===== src/design/mexpl_pkg.sv =====
`default_nettype none

package mexpl_pkg;

   // Default channel widths for the interfaces
   localparam int DEF_OPERAND_BITS = 16;
   localparam int DEF_EXP_BITS     = 32;

   // Sequencer state
   typedef logic [2:0] state_type;
   localparam state_type ST_IDLE   = 3'd0;
   localparam state_type ST_LOAD   = 3'd1;
   localparam state_type ST_MUL    = 3'd2;
   localparam state_type ST_SCAN   = 3'd3;
   localparam state_type ST_FINISH = 3'd4;

   // Which modular multiplication the shared unit is running
   typedef logic [2:0] step_type;
   localparam step_type STEP_REDUCE = 3'd0;   // R1 = base mod m
   localparam step_type STEP_LO0    = 3'd1;   // zero bit: R1 = R0*R1
   localparam step_type STEP_LO1    = 3'd2;   // zero bit: R0 = R0*R0
   localparam step_type STEP_HI0    = 3'd3;   // one bit:  R0 = R0*R1
   localparam step_type STEP_HI1    = 3'd4;   // one bit:  R1 = R1*R1

endpackage

`default_nettype wire


===== src/design/mexpl_req_if.sv =====
`default_nettype none

interface mexpl_req_if import mexpl_pkg::*; #(
   parameter int OPERAND_BITS = DEF_OPERAND_BITS,
   parameter int EXP_BITS     = DEF_EXP_BITS
);
   logic                    valid;
   logic                    ready;
   logic [OPERAND_BITS-1:0] base;
   logic [EXP_BITS-1:0]     exponent;
   logic [OPERAND_BITS-1:0] modulus;

   modport source (output valid, output base, output exponent, output modulus, input ready);
   modport sink   (input valid, input base, input exponent, input modulus, output ready);
endinterface

`default_nettype wire


===== src/design/mexpl_rsp_if.sv =====
`default_nettype none

interface mexpl_rsp_if import mexpl_pkg::*; #(
   parameter int OPERAND_BITS = DEF_OPERAND_BITS
);
   logic                    valid;
   logic                    ready;
   logic [OPERAND_BITS-1:0] power_mod;
   logic                    zero_modulus;

   modport source (output valid, output power_mod, output zero_modulus, input ready);
   modport sink   (input valid, input power_mod, input zero_modulus, output ready);
endinterface

`default_nettype wire


===== src/design/modexp_montgomery_ladder.sv =====
`default_nettype none

// Channel   Dir  Handshake     Payload
// req_chan  in   valid/ready   base, exponent, modulus
// rsp_chan  out  valid/ready   power_mod, zero_modulus
//
// One item at a time. The shared multiply-reduce unit takes one operand bit per
// cycle, so one modular multiplication is a load step followed by one step per bit.
// Each item first reduces the base mod m, then skips the leading zero exponent
// bits one per cycle, then runs two modular multiplications per exponent bit
// from the top set bit down (bit 0 alone for a zero exponent).
// A zero modulus skips the ladder and goes straight to the result.
// Synchronous reset clears the sequencer and the output slot; no clearing pass.
// A finished result waits in the output register; a new request is taken as
// soon as the sequencer is idle, and only blocks if its own result is ready first.
module modexp_montgomery_ladder import mexpl_pkg::*; #(
   parameter int OPERAND_BITS = 16,
   parameter int EXP_BITS     = 32
) (
   input  wire           clock,
   input  wire           reset,
   mexpl_req_if.sink     req_chan,
   mexpl_rsp_if.source   rsp_chan
);

   localparam int W     = OPERAND_BITS;
   localparam int CNT_W = $clog2(OPERAND_BITS);
   localparam int IDX_W = (EXP_BITS > 1) ? $clog2(EXP_BITS) : 1;

   state_type            state_ff, state_in;
   step_type             step_ff, step_in;
   logic [W-1:0]         base_ff, base_in;
   logic [W-1:0]         mod_ff, mod_in;
   logic [EXP_BITS-1:0]  exp_ff, exp_in;
   logic [IDX_W-1:0]     idx_ff, idx_in;
   logic [W-1:0]         r0_ff, r0_in;
   logic [W-1:0]         r1_ff, r1_in;
   logic [W-1:0]         a_sh_ff, a_sh_in;
   logic [W-1:0]         acc_ff, acc_in;
   logic [CNT_W-1:0]     cnt_ff, cnt_in;
   logic                 zero_ff, zero_in;
   logic                 rsp_valid_ff, rsp_valid_in;
   logic [W-1:0]         power_ff, power_in;
   logic                 zflag_ff, zflag_in;

   logic [W-1:0]         opnd_a, opnd_b;
   logic                 dest_r0;
   logic [W+1:0]         sum, mod_x1, mod_x2, acc_red;
   logic [EXP_BITS-1:0]  exp_shift;

   // Operand routing for the current ladder step
   always_comb begin
      opnd_a  = r0_ff;
      opnd_b  = r1_ff;
      dest_r0 = 1'b0;
      case (step_ff)
         STEP_REDUCE: begin
            opnd_a = base_ff;
            opnd_b = W'(1);
         end
         STEP_LO0: begin
            opnd_a = r0_ff;
            opnd_b = r1_ff;
         end
         STEP_LO1: begin
            opnd_a  = r0_ff;
            opnd_b  = r0_ff;
            dest_r0 = 1'b1;
         end
         STEP_HI0: begin
            opnd_a  = r0_ff;
            opnd_b  = r1_ff;
            dest_r0 = 1'b1;
         end
         STEP_HI1: begin
            opnd_a = r1_ff;
            opnd_b = r1_ff;
         end
         default: begin
            opnd_a = r0_ff;
            opnd_b = r1_ff;
         end
      endcase
   end

   // Interleaved multiply-reduce: acc = 2*acc + a_bit*b, then bring below m
   always_comb begin
      sum    = {1'b0, acc_ff, 1'b0} + (a_sh_ff[W-1] ? {2'b00, opnd_b} : '0);
      mod_x1 = {2'b00, mod_ff};
      mod_x2 = {1'b0, mod_ff, 1'b0};
      if (sum >= mod_x2) begin
         acc_red = sum - mod_x2;
      end else if (sum >= mod_x1) begin
         acc_red = sum - mod_x1;
      end else begin
         acc_red = sum;
      end
   end

   assign exp_shift = exp_ff << 1;

   // Sequencer
   always_comb begin
      state_in     = state_ff;
      step_in      = step_ff;
      base_in      = base_ff;
      mod_in       = mod_ff;
      exp_in       = exp_ff;
      idx_in       = idx_ff;
      r0_in        = r0_ff;
      r1_in        = r1_ff;
      a_sh_in      = a_sh_ff;
      acc_in       = acc_ff;
      cnt_in       = cnt_ff;
      zero_in      = zero_ff;
      power_in     = power_ff;
      zflag_in     = zflag_ff;
      rsp_valid_in = rsp_valid_ff && !rsp_chan.ready;

      case (state_ff)
         ST_IDLE: begin
            if (req_chan.valid) begin
               base_in = req_chan.base;
               exp_in  = req_chan.exponent;
               mod_in  = req_chan.modulus;
               idx_in  = IDX_W'(EXP_BITS - 1);
               r0_in   = (req_chan.modulus == W'(1)) ? '0 : W'(1);
               zero_in = (req_chan.modulus == '0);
               step_in = STEP_REDUCE;
               if (req_chan.modulus == '0) begin
                  state_in = ST_FINISH;
               end else begin
                  state_in = ST_LOAD;
               end
            end
         end
         ST_LOAD: begin
            a_sh_in  = opnd_a;
            acc_in   = '0;
            cnt_in   = CNT_W'(OPERAND_BITS - 1);
            state_in = ST_MUL;
         end
         ST_MUL: begin
            acc_in  = acc_red[W-1:0];
            a_sh_in = a_sh_ff << 1;
            cnt_in  = cnt_ff - 1'b1;
            if (cnt_ff == '0) begin
               if (dest_r0) begin
                  r0_in = acc_red[W-1:0];
               end else begin
                  r1_in = acc_red[W-1:0];
               end
               case (step_ff)
                  STEP_REDUCE: begin
                     state_in = ST_SCAN;
                  end
                  STEP_LO0: begin
                     step_in  = STEP_LO1;
                     state_in = ST_LOAD;
                  end
                  STEP_HI0: begin
                     step_in  = STEP_HI1;
                     state_in = ST_LOAD;
                  end
                  default: begin
                     // second half of a bit done: next bit or finish
                     if (idx_ff == '0) begin
                        state_in = ST_FINISH;
                     end else begin
                        exp_in   = exp_shift;
                        idx_in   = idx_ff - 1'b1;
                        step_in  = exp_shift[EXP_BITS-1] ? STEP_HI0 : STEP_LO0;
                        state_in = ST_LOAD;
                     end
                  end
               endcase
            end
         end
         ST_SCAN: begin
            // skip leading zeros; a zero exponent still runs bit 0
            if (exp_ff[EXP_BITS-1] || idx_ff == '0) begin
               step_in  = exp_ff[EXP_BITS-1] ? STEP_HI0 : STEP_LO0;
               state_in = ST_LOAD;
            end else begin
               exp_in = exp_shift;
               idx_in = idx_ff - 1'b1;
            end
         end
         ST_FINISH: begin
            if (!rsp_valid_ff || rsp_chan.ready) begin
               power_in     = zero_ff ? '0 : r0_ff;
               zflag_in     = zero_ff;
               rsp_valid_in = 1'b1;
               state_in     = ST_IDLE;
            end
         end
         default: begin
            state_in = ST_IDLE;
         end
      endcase
   end

   // Control registers
   always_ff @(posedge clock) begin
      if (reset) begin
         state_ff     <= ST_IDLE;
         rsp_valid_ff <= 1'b0;
      end else begin
         state_ff     <= state_in;
         rsp_valid_ff <= rsp_valid_in;
      end
   end

   // Datapath registers
   always_ff @(posedge clock) begin
      step_ff  <= step_in;
      base_ff  <= base_in;
      mod_ff   <= mod_in;
      exp_ff   <= exp_in;
      idx_ff   <= idx_in;
      r0_ff    <= r0_in;
      r1_ff    <= r1_in;
      a_sh_ff  <= a_sh_in;
      acc_ff   <= acc_in;
      cnt_ff   <= cnt_in;
      zero_ff  <= zero_in;
      power_ff <= power_in;
      zflag_ff <= zflag_in;
   end

   assign req_chan.ready         = (state_ff == ST_IDLE);
   assign rsp_chan.valid         = rsp_valid_ff;
   assign rsp_chan.power_mod     = power_ff;
   assign rsp_chan.zero_modulus  = zflag_ff;

`ifndef SYNTH
   // partial remainder stays reduced while the unit runs
   a_acc_reduced: assert property (@(posedge clock) disable iff (reset)
      state_ff == ST_MUL |-> acc_ff < mod_ff)
      else $error("multiply-reduce accumulator not below modulus");

   // ladder registers are reduced once the base is in
   a_regs_reduced: assert property (@(posedge clock) disable iff (reset)
      state_ff == ST_SCAN |-> (r0_ff < mod_ff) && (r1_ff < mod_ff))
      else $error("ladder register not below modulus");

   // a pending result is never overwritten
   a_no_overwrite: assert property (@(posedge clock) disable iff (reset)
      (state_ff == ST_FINISH && rsp_valid_ff && !rsp_chan.ready) |=> state_ff == ST_FINISH)
      else $error("result finished while output slot busy");

   // zero modulus always reports a zero power
   a_zero_result: assert property (@(posedge clock) disable iff (reset)
      (rsp_valid_ff && zflag_ff) |-> power_ff == '0)
      else $error("zero modulus result not zero");
`endif

endmodule

`default_nettype wire


===== src/flat_wrapper.sv =====
// flat-port wrapper written by rule: the top's interface ports become plain ports
module modexp_montgomery_ladder_flat import mexpl_pkg::*;
#(
   parameter int OPERAND_BITS = 16,
   parameter int EXP_BITS     = 32
)
  (clock, reset, req_chan_valid, req_chan_base, req_chan_exponent, req_chan_modulus, req_chan_ready, rsp_chan_valid, rsp_chan_power_mod, rsp_chan_zero_modulus, rsp_chan_ready);
  mexpl_req_if #(.OPERAND_BITS(OPERAND_BITS), .EXP_BITS(EXP_BITS)) req_chan_i ();
  mexpl_rsp_if #(.OPERAND_BITS(OPERAND_BITS)) rsp_chan_i ();
  input  wire clock;
  input  wire reset;
  input wire logic [$bits(req_chan_i.valid)-1:0] req_chan_valid;
  input wire logic [$bits(req_chan_i.base)-1:0] req_chan_base;
  input wire logic [$bits(req_chan_i.exponent)-1:0] req_chan_exponent;
  input wire logic [$bits(req_chan_i.modulus)-1:0] req_chan_modulus;
  output wire logic [$bits(req_chan_i.ready)-1:0] req_chan_ready;
  output wire logic [$bits(rsp_chan_i.valid)-1:0] rsp_chan_valid;
  output wire logic [$bits(rsp_chan_i.power_mod)-1:0] rsp_chan_power_mod;
  output wire logic [$bits(rsp_chan_i.zero_modulus)-1:0] rsp_chan_zero_modulus;
  input wire logic [$bits(rsp_chan_i.ready)-1:0] rsp_chan_ready;
  assign req_chan_i.valid = req_chan_valid;
  assign req_chan_i.base = req_chan_base;
  assign req_chan_i.exponent = req_chan_exponent;
  assign req_chan_i.modulus = req_chan_modulus;
  assign req_chan_ready = req_chan_i.ready;
  assign rsp_chan_valid = rsp_chan_i.valid;
  assign rsp_chan_power_mod = rsp_chan_i.power_mod;
  assign rsp_chan_zero_modulus = rsp_chan_i.zero_modulus;
  assign rsp_chan_i.ready = rsp_chan_ready;
  modexp_montgomery_ladder #(.OPERAND_BITS(OPERAND_BITS), .EXP_BITS(EXP_BITS)) u_core (.clock(clock), .reset(reset), .req_chan(req_chan_i), .rsp_chan(rsp_chan_i));
endmodule

===== config.mk =====
export PLATFORM = sky130hd
export DESIGN_NAME = modexp_montgomery_ladder_flat
export DESIGN_NICKNAME = d
export VERILOG_FILES = /design/src/design/mexpl_pkg.sv /design/src/design/mexpl_req_if.sv /design/src/design/mexpl_rsp_if.sv /design/src/design/modexp_montgomery_ladder.sv /design/src/flat_wrapper.sv
export SDC_FILE = /design/constraint.sdc
export NUM_CORES = 1
export LEC_CHECK = 0
export ABC_AREA = 1
export BUFFER_PORTS_ARGS = -buffer_cell sky130_fd_sc_hd__clkbuf_2
export CAP_MARGIN = 20
export CORE_UTILIZATION = 60
export DETAILED_ROUTE_END_ITERATION = 10
export PLACE_DENSITY = 0.83
export RECOVER_POWER = 25
export SLEW_MARGIN = 15
export SYNTH_ARGS = -nofsm -noshare
export SYNTH_HDL_FRONTEND = slang
export SYNTH_SLANG_ARGS = --single-unit

===== constraint.sdc =====
create_clock -name clock -period 10.2 [get_ports clock]
set_clock_uncertainty 0.2 [all_clocks]
set_input_delay 1.53 -clock clock [delete_from_list [all_inputs] [get_ports clock]]
set_output_delay 1.53 -clock clock [all_outputs]
set_load 0.01 [all_outputs]

# Word-level counts from Yosys, hierarchy flattened
# Cells that the tools add are included.
# word_totals
ff_bits	162
in_bits	68
output_inout_bits	19
elab_cells	109
# op_classes
add_sub_neg	5
magnitude_cmp	2
n_eq_ne	19
muxes	44
bitwise	1
reduce_logical	23
# op_table
cell	count
two-way mux 32 bit	5
case mux 16 bit (2 select lines)	5
two-way mux 16 bit	6
case mux 32 bit (3 select lines)	1
subtractor 16 bit	2
two-way mux 3 bit	10
two-way mux 5 bit	5
adder 17 x 16 -> 18 bit	1
greater-or-equal comparator 18 x 16 -> 1 bit	1
greater-or-equal comparator 18 x 17 -> 1 bit	1
case mux 3 bit (3 select lines)	2
== test 16 x 1 -> 1 bit (second input constant)	1
zero test 16 bit	1
case mux 3 bit (5 select lines)	1
case mux 5 bit (3 select lines)	1
== test 3 x 2 -> 1 bit (second input constant)	4
AND reduction 6 bit	2
inequality test 2 bit (second input constant)	5
inequality test 2 x 1 -> 1 bit (second input constant)	4
case mux 4 bit (2 select lines)	1
AND reduction 4 bit	2
== test 3 x 1 -> 1 bit (second input constant)	2
== test 3 bit (second input constant)	2
zero test 3 bit	2
other kinds (18)	27

# Logic depth before layout (Yosys ltp)
# Gate-level depths: netlist of the first run.
# logic_depth
word_depth	10
mapped_depth	34
ltp_nobuf	31

# Worst setup path before layout of the first run
# Ideal clock, no wire load.
# synth_path
path_type	input to register
startpoint	input port req_chan_valid
endpoint	register u_core.exp_ff[0] (enable)
setup_ps	631
arrival_ps	7622
t_required_ps	9369
path_slack_ps	1747
cell_stages	3
n_path_buf	0
cell_sequence	o22ai_1 o21bai_1 a2111oi_0
# synth_between
elab_chain_len	2
# synth_lines
element	line_no	rtl
start, declared	flat_wrapper.sv:12	input wire logic [$bits(req_chan_i.valid)-1:0] req_chan_valid;
inequality test 2 bit (no line)	--	
AND reduction 6 bit (no line)	--	
end signal, assigned	modexp_montgomery_ladder.sv:219	exp_ff <= exp_in;
end, declared	modexp_montgomery_ladder.sv:34	logic [EXP_BITS-1:0] exp_ff, exp_in;
# No other way between the ends.
# A chain may end at the register's enable or synchronous reset.

# Final worst setup path of the first run
# layout_path
startpoint	register u_core.step_ff[2]
endpoint	register u_core.acc_ff[2], data pin
# layout_between
elab_chain_len	8
word_cells_on_any_way	12
classes_between	3 x add/sub; 2 x order compare; 1 x eq/ne; 5 x mux; 1 x reduce/logical
# layout_lines
element	line_no	rtl
start, declared	modexp_montgomery_ladder.sv:31	step_type step_ff, step_in;
start signal, assigned	modexp_montgomery_ladder.sv:216	step_ff <= step_in;
== test 3 x 2 -> 1 bit or zero test 3 bit (tied branches)	modexp_montgomery_ladder.sv:56	case (step_ff)
case mux 16 bit (2 select lines) *	modexp_montgomery_ladder.sv:56	
two-way mux 16 bit *	modexp_montgomery_ladder.sv:88	sum = {1'b0, acc_ff, 1'b0} + (a_sh_ff[W-1] ? {2'b00, opnd_b} : '0);
adder 17 x 16 -> 18 bit *	modexp_montgomery_ladder.sv:88	
subtractor 16 bit or greater-or-equal comparator 18 x 16 -> 1 bit (tied branches)	modexp_montgomery_ladder.sv:94, modexp_montgomery_ladder.sv:93	
two-way mux 16 bit	modexp_montgomery_ladder.sv:93	end else if (sum >= mod_x1) begin
two-way mux 16 bit *	modexp_montgomery_ladder.sv:91	if (sum >= mod_x2) begin
case mux 16 bit (2 select lines) *	modexp_montgomery_ladder.sv:120	case (state_ff)
end signal, assigned	modexp_montgomery_ladder.sv:224	acc_ff <= acc_in;
end, declared	modexp_montgomery_ladder.sv:39	logic [W-1:0] acc_ff, acc_in;
# Mark *: on every way between the ends. The rest lies on a longest branch, timed or not.

==> results of run 1 <==
==> registers in the layout (all words and copies together), names as in the netlist <==
name,cells
u_core.r1_ff,16
u_core.exp_ff,32
u_core.base_ff,16
u_core.zero_ff,1
u_core.rsp_chan.power_mod,16
u_core.idx_ff,5
u_core.step_ff,3
u_core.state_ff,3
u_core.a_sh_ff,16
u_core.mod_ff,16
u_core.rsp_chan.zero_modulus,1
u_core.r0_ff,16
u_core.cnt_ff,4
u_core.acc_ff,16
u_core.rsp_chan.valid,1
==> layer usage <==
metal  up-vias  part of all wire (%)
met4         0                   2.9
met5         -                     0
met2       339                    47
li1       3942                     -
met1      3701                    43
met3        50                   7.8
==> cell families (layout without fill, tap and decap cells) <==
logic type,Yosys count,in the layout,share of synthesized area [%]
compound gates,142,142,8.88
buf+inv,179,277,7.31
fa+ha+maj,52,52,6.89
flops,162,162,49.4
xor+xnor,28,28,2.51
simple gates,566,566,25.0
==> layout make-up <==
type	count	area, um^2	area share [%]
inverters	150	571	5.21
well taps	216	270	2.47
flip-flops and latches	162	4820	44.1
repair buffers	95	483	4.41
clock inverters	15	110	1.01
multi-input cells	788	4260	38.9
clock buffers	17	425	3.89
==> stage by stage <==
stage | cells | hold slack (ns) | setup slack [ns] | util, %
after floorplan | 1129 | 0.224 | 1.75 | -
after global placement | 1410 | 0.290 | 5.30 | 65.6
after CTS | 1442 | 0.317 | 5.07 | 69.0
after global routing | 1443 | 0.337 | 4.56 | 68.9
final | 1443 | 0.314 | 4.97 | 68.9
after detailed placement | 1410 | 0.302 | 5.11 | 65.6
==> worst max-delay path, delay by kind of cell, from the launching register on <==
family                   cells  cell delay [ns]
AO/OA/AOI/OAI                3             0.62
XOR/XNOR                     1             0.35
adder cells (fa/ha/maj)      3             0.85
buffers and inverters        2             0.42
flip-flops                   1             0.66
AND/OR/NAND/NOR             16             1.87
==> placed cells by master (no fill, tap or decap), types with 10 or more instances in the layout <==
| cell | count |
|---|---|
| a21oi_2 | 10 |
| edfxtp_1 | 158 |
| a221oi_1 | 11 |
| nand3_1 | 61 |
| clkbuf_1 | 10 |
| clkbuf_16 | 17 |
| nor3_1 | 12 |
| nand4_1 | 22 |
| o21ai_0 | 17 |
| ha_1 | 49 |
| inv_1 | 141 |
| clkbuf_2 | 77 |
| xor2_1 | 20 |
| nor2_1 | 89 |
| a21oi_1 | 76 |
| nand2_1 | 346 |
==> path summary, 6_finish.rpt <==
kind,cells past startpoint,slack (ns),end
setup / recovery,25,4.97,u_core.acc_ff[2]
hold / removal,2,0.31,u_core.exp_ff[13]
setup reg to reg,25,4.97,u_core.acc_ff[2]
hold reg to reg,2,0.31,u_core.exp_ff[13]
==> results.txt, run 1 <==
The cell type with the largest total area after synthesis is edfxtp_1. The timing startpoint of the critical path is u_core.step_ff[2]. The insertion delay of the later-clocked pin in the worst-skew pair came out at ~0.44 ns. The height of the chip came out at 130 um. The via count of the first global-routing pass came to between 7,000 and 8,000. The origin of the critical flop-to-flop path is u_core.step_ff[2].

The critical-path maximum fanout is 18. The post-CTS setup buffer count came out at 0. The flip-flop and latch count after synthesis is 162.

The first global-routing pass estimated around 36,000 um of wire. The tree is rooted in a clkbuf_16. The post-route standard cell area excluding fillers is 0.0109 mm^2. Setup repair after global routing left no endpoint under its margin. The total detailed-routing wirelength is roughly 23,000 um.

The count of final setup violators is 0. The gate count after technology mapping is ~1,100. No sink is reached through more buffers than the 2 on the longest clock path.

The time the final worst path needs with I/O delays and setup came out at between 5 and 6 ns. The warning count from the yosys run is 0. The class of the worst hold path is flip-flop to flip-flop. The largest single stage delay on the critical path is between 0.6 and 0.7 ns. The run finished, with violations left. The die is 130 um wide. Entering global routing, the biggest net connects 39 pins. The count of filler cells inserted in the layout is between 1,000 and 1,500. Measured against its own limit, the worst slew margin works out to -5.03%. The most common cell in the synthesized netlist is nand2_1. The count of H-tree levels built during CTS came out at 4. In this run the remaining antenna-violating nets after routing total 0.

The proportion of layout cells with a drive suffix above 1 came out at approximately 14%. The critical path startpoint category is a flip-flop. The area of the die came out at 0.0168 mm^2. The number of nets in the layout came out at about 1,300. Counting flops with a built-in enable in the synthesized netlist gives roughly 160.

The worst setup path is of the flip-flop to flip-flop kind. The core outline area is roughly 0.016 mm^2. The global routing stage identified its most utilized layer as met2.

For this run, global-route usage on met2 was measured as between 40% and 50%. The total nets after synthesis is ~1,200. In the synthesized netlist the async set-or-reset flop fraction comes to 0%. The post-detailed-placement half-perimeter wirelength came out at 17,200 um. The mean area per synthesized cell came out at between 8 and 9 um^2.

The share of synthesized area occupied by flip-flops and latches came out at 49.4%. The post-route DRC violation count came out at 0. The initialized floorplan defines 46 standard-cell rows. The placed cell area is around 0.010 mm^2.

The detail-routed net length per standard cell came out at ~16 um. The total track usage is between 20% and 30%. The slew at the pin with the worst max-slew slack came out at 1.58 ns. The register clock-pin slew on the reported worst setup and hold paths came out at ~0.07 ns. The final reports fail on max-capacitance violations, max-slew violations.

TritonCTS built the clock tree. The top-level I/O count came out at 87. The number of buffers added on ports is 86. The final number of max-transition violations is 39. For this run, the leading register cell type out of synthesis is edfxtp_1.

Counting the buffers created by CTS gives 17. The routed layout has roughly 8,000 vias. After synthesis, the netlist uses 48 different library cells. The portion of the clock cycle consumed by the worst path in the final layout is between 50% and 60%. The number of antenna violations at the first check in global routing came to 0. The cts-stage hold buffer count is 0. Gates resized during post-CTS repair numbered 0. The highest attainable clock frequency is approximately 190 MHz. The worst endpoint data arrival time came out at roughly 5.2 ns. The number of DRC markers in iteration 0 is approximately 830.

The congestion estimate from routability-driven global placement came to between 1 and 1.5. The number of hold-slack violations in the final timing report was 0. After synthesis, the most frequently instantiated cells are 346 x nand2_1, 158 x edfxtp_1, 140 x inv_1. The worst hold path begins at u_core.exp_ff[12]. After detailed routing, the number of vias per cell comes to between 5 and 6. The met3 demand-to-capacity share in global routing came out at approximately 4.7%. The antenna cell count is 0. The data required time of the critical path came out at roughly 10 ns. The area added between synthesis and finish came out at 12.0%. The sum of negative setup slack is 0 ns. The starting density of the core is 61.5%. The synthesized netlist occupies a cell area of roughly 0.01 mm^2.

STA classifies the critical path endpoint as a flip-flop. The tool flagged a number of max-cap violations equal to 1. The most frequent cell on the critical path is nand2_1.

The share of synthesized area in the top cell type comes to approximately half. The leftover overflow at the end of global routing came out at 0. Clock tree synthesis found a total of 162 sinks. Sorting the synthesized cells by area gives the leading types as edfxtp_1 49%, nand2_1 13%, ha_1 6.3%, inv_1 5.4%, a21oi_1 3.9%.

For met1 alone, demand over resource in global routing was roughly two fifths. The number of detailed-route iterations in the first pass is 5. The highest-delay cell along the critical path is edfxtp_1.
Power of run 1 is left out: the tool's default activity adds up to more than one toggle a clock period on the data nets, which glitch-free logic cannot reach.
==> run 2: changes to the inputs <==
CORE_UTILIZATION = 55   (was 60)
PLACE_DENSITY = 0.8   (was 0.83)
clock period = 4.8 ns   (was 10.2 ns; I/O delays follow)
==> results.txt, run 2 (synthesized netlist as in run 1, its figures left out) <==
The flow ran to the end, and the final reports show no timing, DRC or antenna violations. The wire length of the first global-routing pass is ~37,000 um. Detailed placement finished with a half-perimeter wire length of ~17,000 um. The data required time of the critical path came out at between 4 and 5 ns. Relative to the synthesized area, the layout overhead comes to 16.0%. The total detailed-routing wirelength is between 20,000 and 25,000 um. In this run the worst hold path is classified as primary input to flip-flop.

The library cell used most frequently in the layout, excluding fill and tap cells, is nand2_1. The worst endpoint data arrival time came out at 4.54 ns. The core outline area is 0.0173 mm^2. The detail route stage leaves a number of antenna-violating nets equal to 0. After detailed routing, the number of remaining DRC violations is 0.

The clock tree from TritonCTS is built. The worst hold slack across all endpoints is ~0.26 ns. The proportion of layout cells with a drive suffix above 1 came out at 17.1%. The portion of the clock cycle consumed by the worst path in the final layout is between 90% and 100%. The largest single stage delay on the critical path is about 0.45 ns. The tool flagged a number of max-cap violations equal to 0. The worst slack at placement is 0.0881 ns.

The final number of max-transition violations came out at 0. The number of hold-slack violations in the final timing report was 0. The total vias in the final route is 8,399.

The number of DRC markers in iteration 0 came out at approximately 770. The number of flip-flops in the largest register is 32. TritonCTS created 17 clock buffers. The number of antenna violations at the first check in global routing came to 0. The area of the die is 0.0183 mm^2.

The clock sink total is 162. The number of vias per cell is between 5 and 6. just under 90 I/O pins were placed.

After clock tree synthesis, the clock-pin slew on the worst setup and hold paths is 0.07 ns. The global placer's final weighted congestion is 1.05. The maximum number of pins on one net before global-route repair is 38. Among all stages on the critical path, the largest delay is contributed by edfxtp_1. The floorplan step set the die height to 135 um. The critical-path maximum fanout is 18. The largest register by flop count is u_core.exp_ff. The leftover overflow at the end of global routing is 0. The initial utilization of the core area, before any placement, comes to between 50% and 60%. At the pin with the least slew margin, the transition time is approximately 1.5 ns.

In the final routed layout, each cell accounts on average for 16.8 um. The insertion delay of the later-clocked pin in the worst-skew pair came out at about 0.44 ns. STA classifies the critical path startpoint as a flip-flop.

Derived from the worst setup path, the maximum achievable clock frequency is about 220 MHz. Counting along the longest clock path gives a buffer depth of 2. Setup violations remaining at the end of the flow were counted as 0. The count of H-tree levels built during CTS came out at 4. The most numerous cell type found on the critical path is nand2_1. Measured along the x axis, the die boundary spans ~140 um. The master cell of the clock root buffer is clkbuf_16. The worst-case setup margin in the final layout came out at around 0.24 ns. During placement, the flow inserted port buffers numbering 86. The time the final worst path needs with I/O delays and setup is between 4 and 5 ns.

The antenna cell count is 0. The number of nets in the layout came out at approximately 1,400. The via count of the first global-routing pass is 7,474. Global routing used between 20% and 30% of the available tracks across all layers. The number of detailed-route iterations in the first pass is 6. Leaving out fill and tap cells, the most frequent cells in the layout are 341 x nand2_1, 158 x edfxtp_1, 139 x inv_1. The number of cell rows is 48. The critical path in this run is classified as flip-flop to flip-flop.

The tightest slew margin relative to the limit came out at around 1.8%. The worst setup path is captured at a flip-flop.
==> run 2: cell count changes in the layout (fill, tap and decap cells not counted), moves of 3 or more <==
cell	previous run	this run
clkbuf_1	10	13
nand2_2	7	11
nand2_1	346	341
ha_2	0	7
buf_4	8	22
ha_1	49	40
a21oi_1	76	71
inv_6	3	6
bufinv_16	0	3
a21oi_2	10	15
==> run 2: per-stage QoR <==
stage / instances / util, % / area [um^2] / TNS [ns]
global route: 1472 / 65.5 / 11300 / -0.113
floorplan: 1129 / - / 9780 / 0
global placement: 1425 / 60.6 / 10500 / 0
finish: 1472 / 65.5 / 11300 / 0
detailed placement: 1425 / 60.6 / 10500 / 0
CTS: 1457 / 64.2 / 11100 / 0
==> run 2: worst max-delay path: cells and delay by family, from the launching register on <==
| family | cells | cell delay (ns) |
|---|---|---|
| buffers and inverters | 4 | 0.47 |
| AO/OA/AOI/OAI | 2 | 0.20 |
| AND/OR/NAND/NOR | 22 | 2.29 |
| flip-flops | 1 | 0.45 |
| adder cells (fa/ha/maj) | 2 | 0.69 |
==> run 2: final timing paths <==
kind	from	end	slack, ns	cells past startpoint
setup / recovery	u_core.step_ff[2]	u_core.acc_ff[11]	0.24	30
hold / removal	req_chan_base[7]	u_core.base_ff[7]	0.26	1
setup reg to reg	u_core.step_ff[2]	u_core.acc_ff[11]	0.24	30
hold reg to reg	u_core.rsp_chan.valid	u_core.rsp_chan.valid	0.32	2
==> run 2: cell type report <==
class | count | area [um^2]
timing repair buffer | 111 | 609
fill | 1355 | 5960
clock buffer | 17 | 425
sequential | 162 | 4820
clock inverter | 15 | 195
multi-input combinational | 791 | 4410
inverter | 150 | 581
tap | 225 | 282
timing repair inverter | 1 | 8.76
==> run 2: what timing repair did <==
item                                    in CTS  in global routing
endpoints found under the setup margin       0                 48
hold buffers                                 0                  0
setup buffers                                0                 10
gates resized for setup                      0                 31
==> run 2: routing by layer <==
metal  vias up  global-route usage (%)  wire length, um
li1       3995                       -                -
met1      3870                    36.6            10400
met2       477                    42.5            11500
met3        57                    4.60             2130
met4         0                    9.36              684
met5         -                       0                0
Power of run 2 is left out for the same reason.
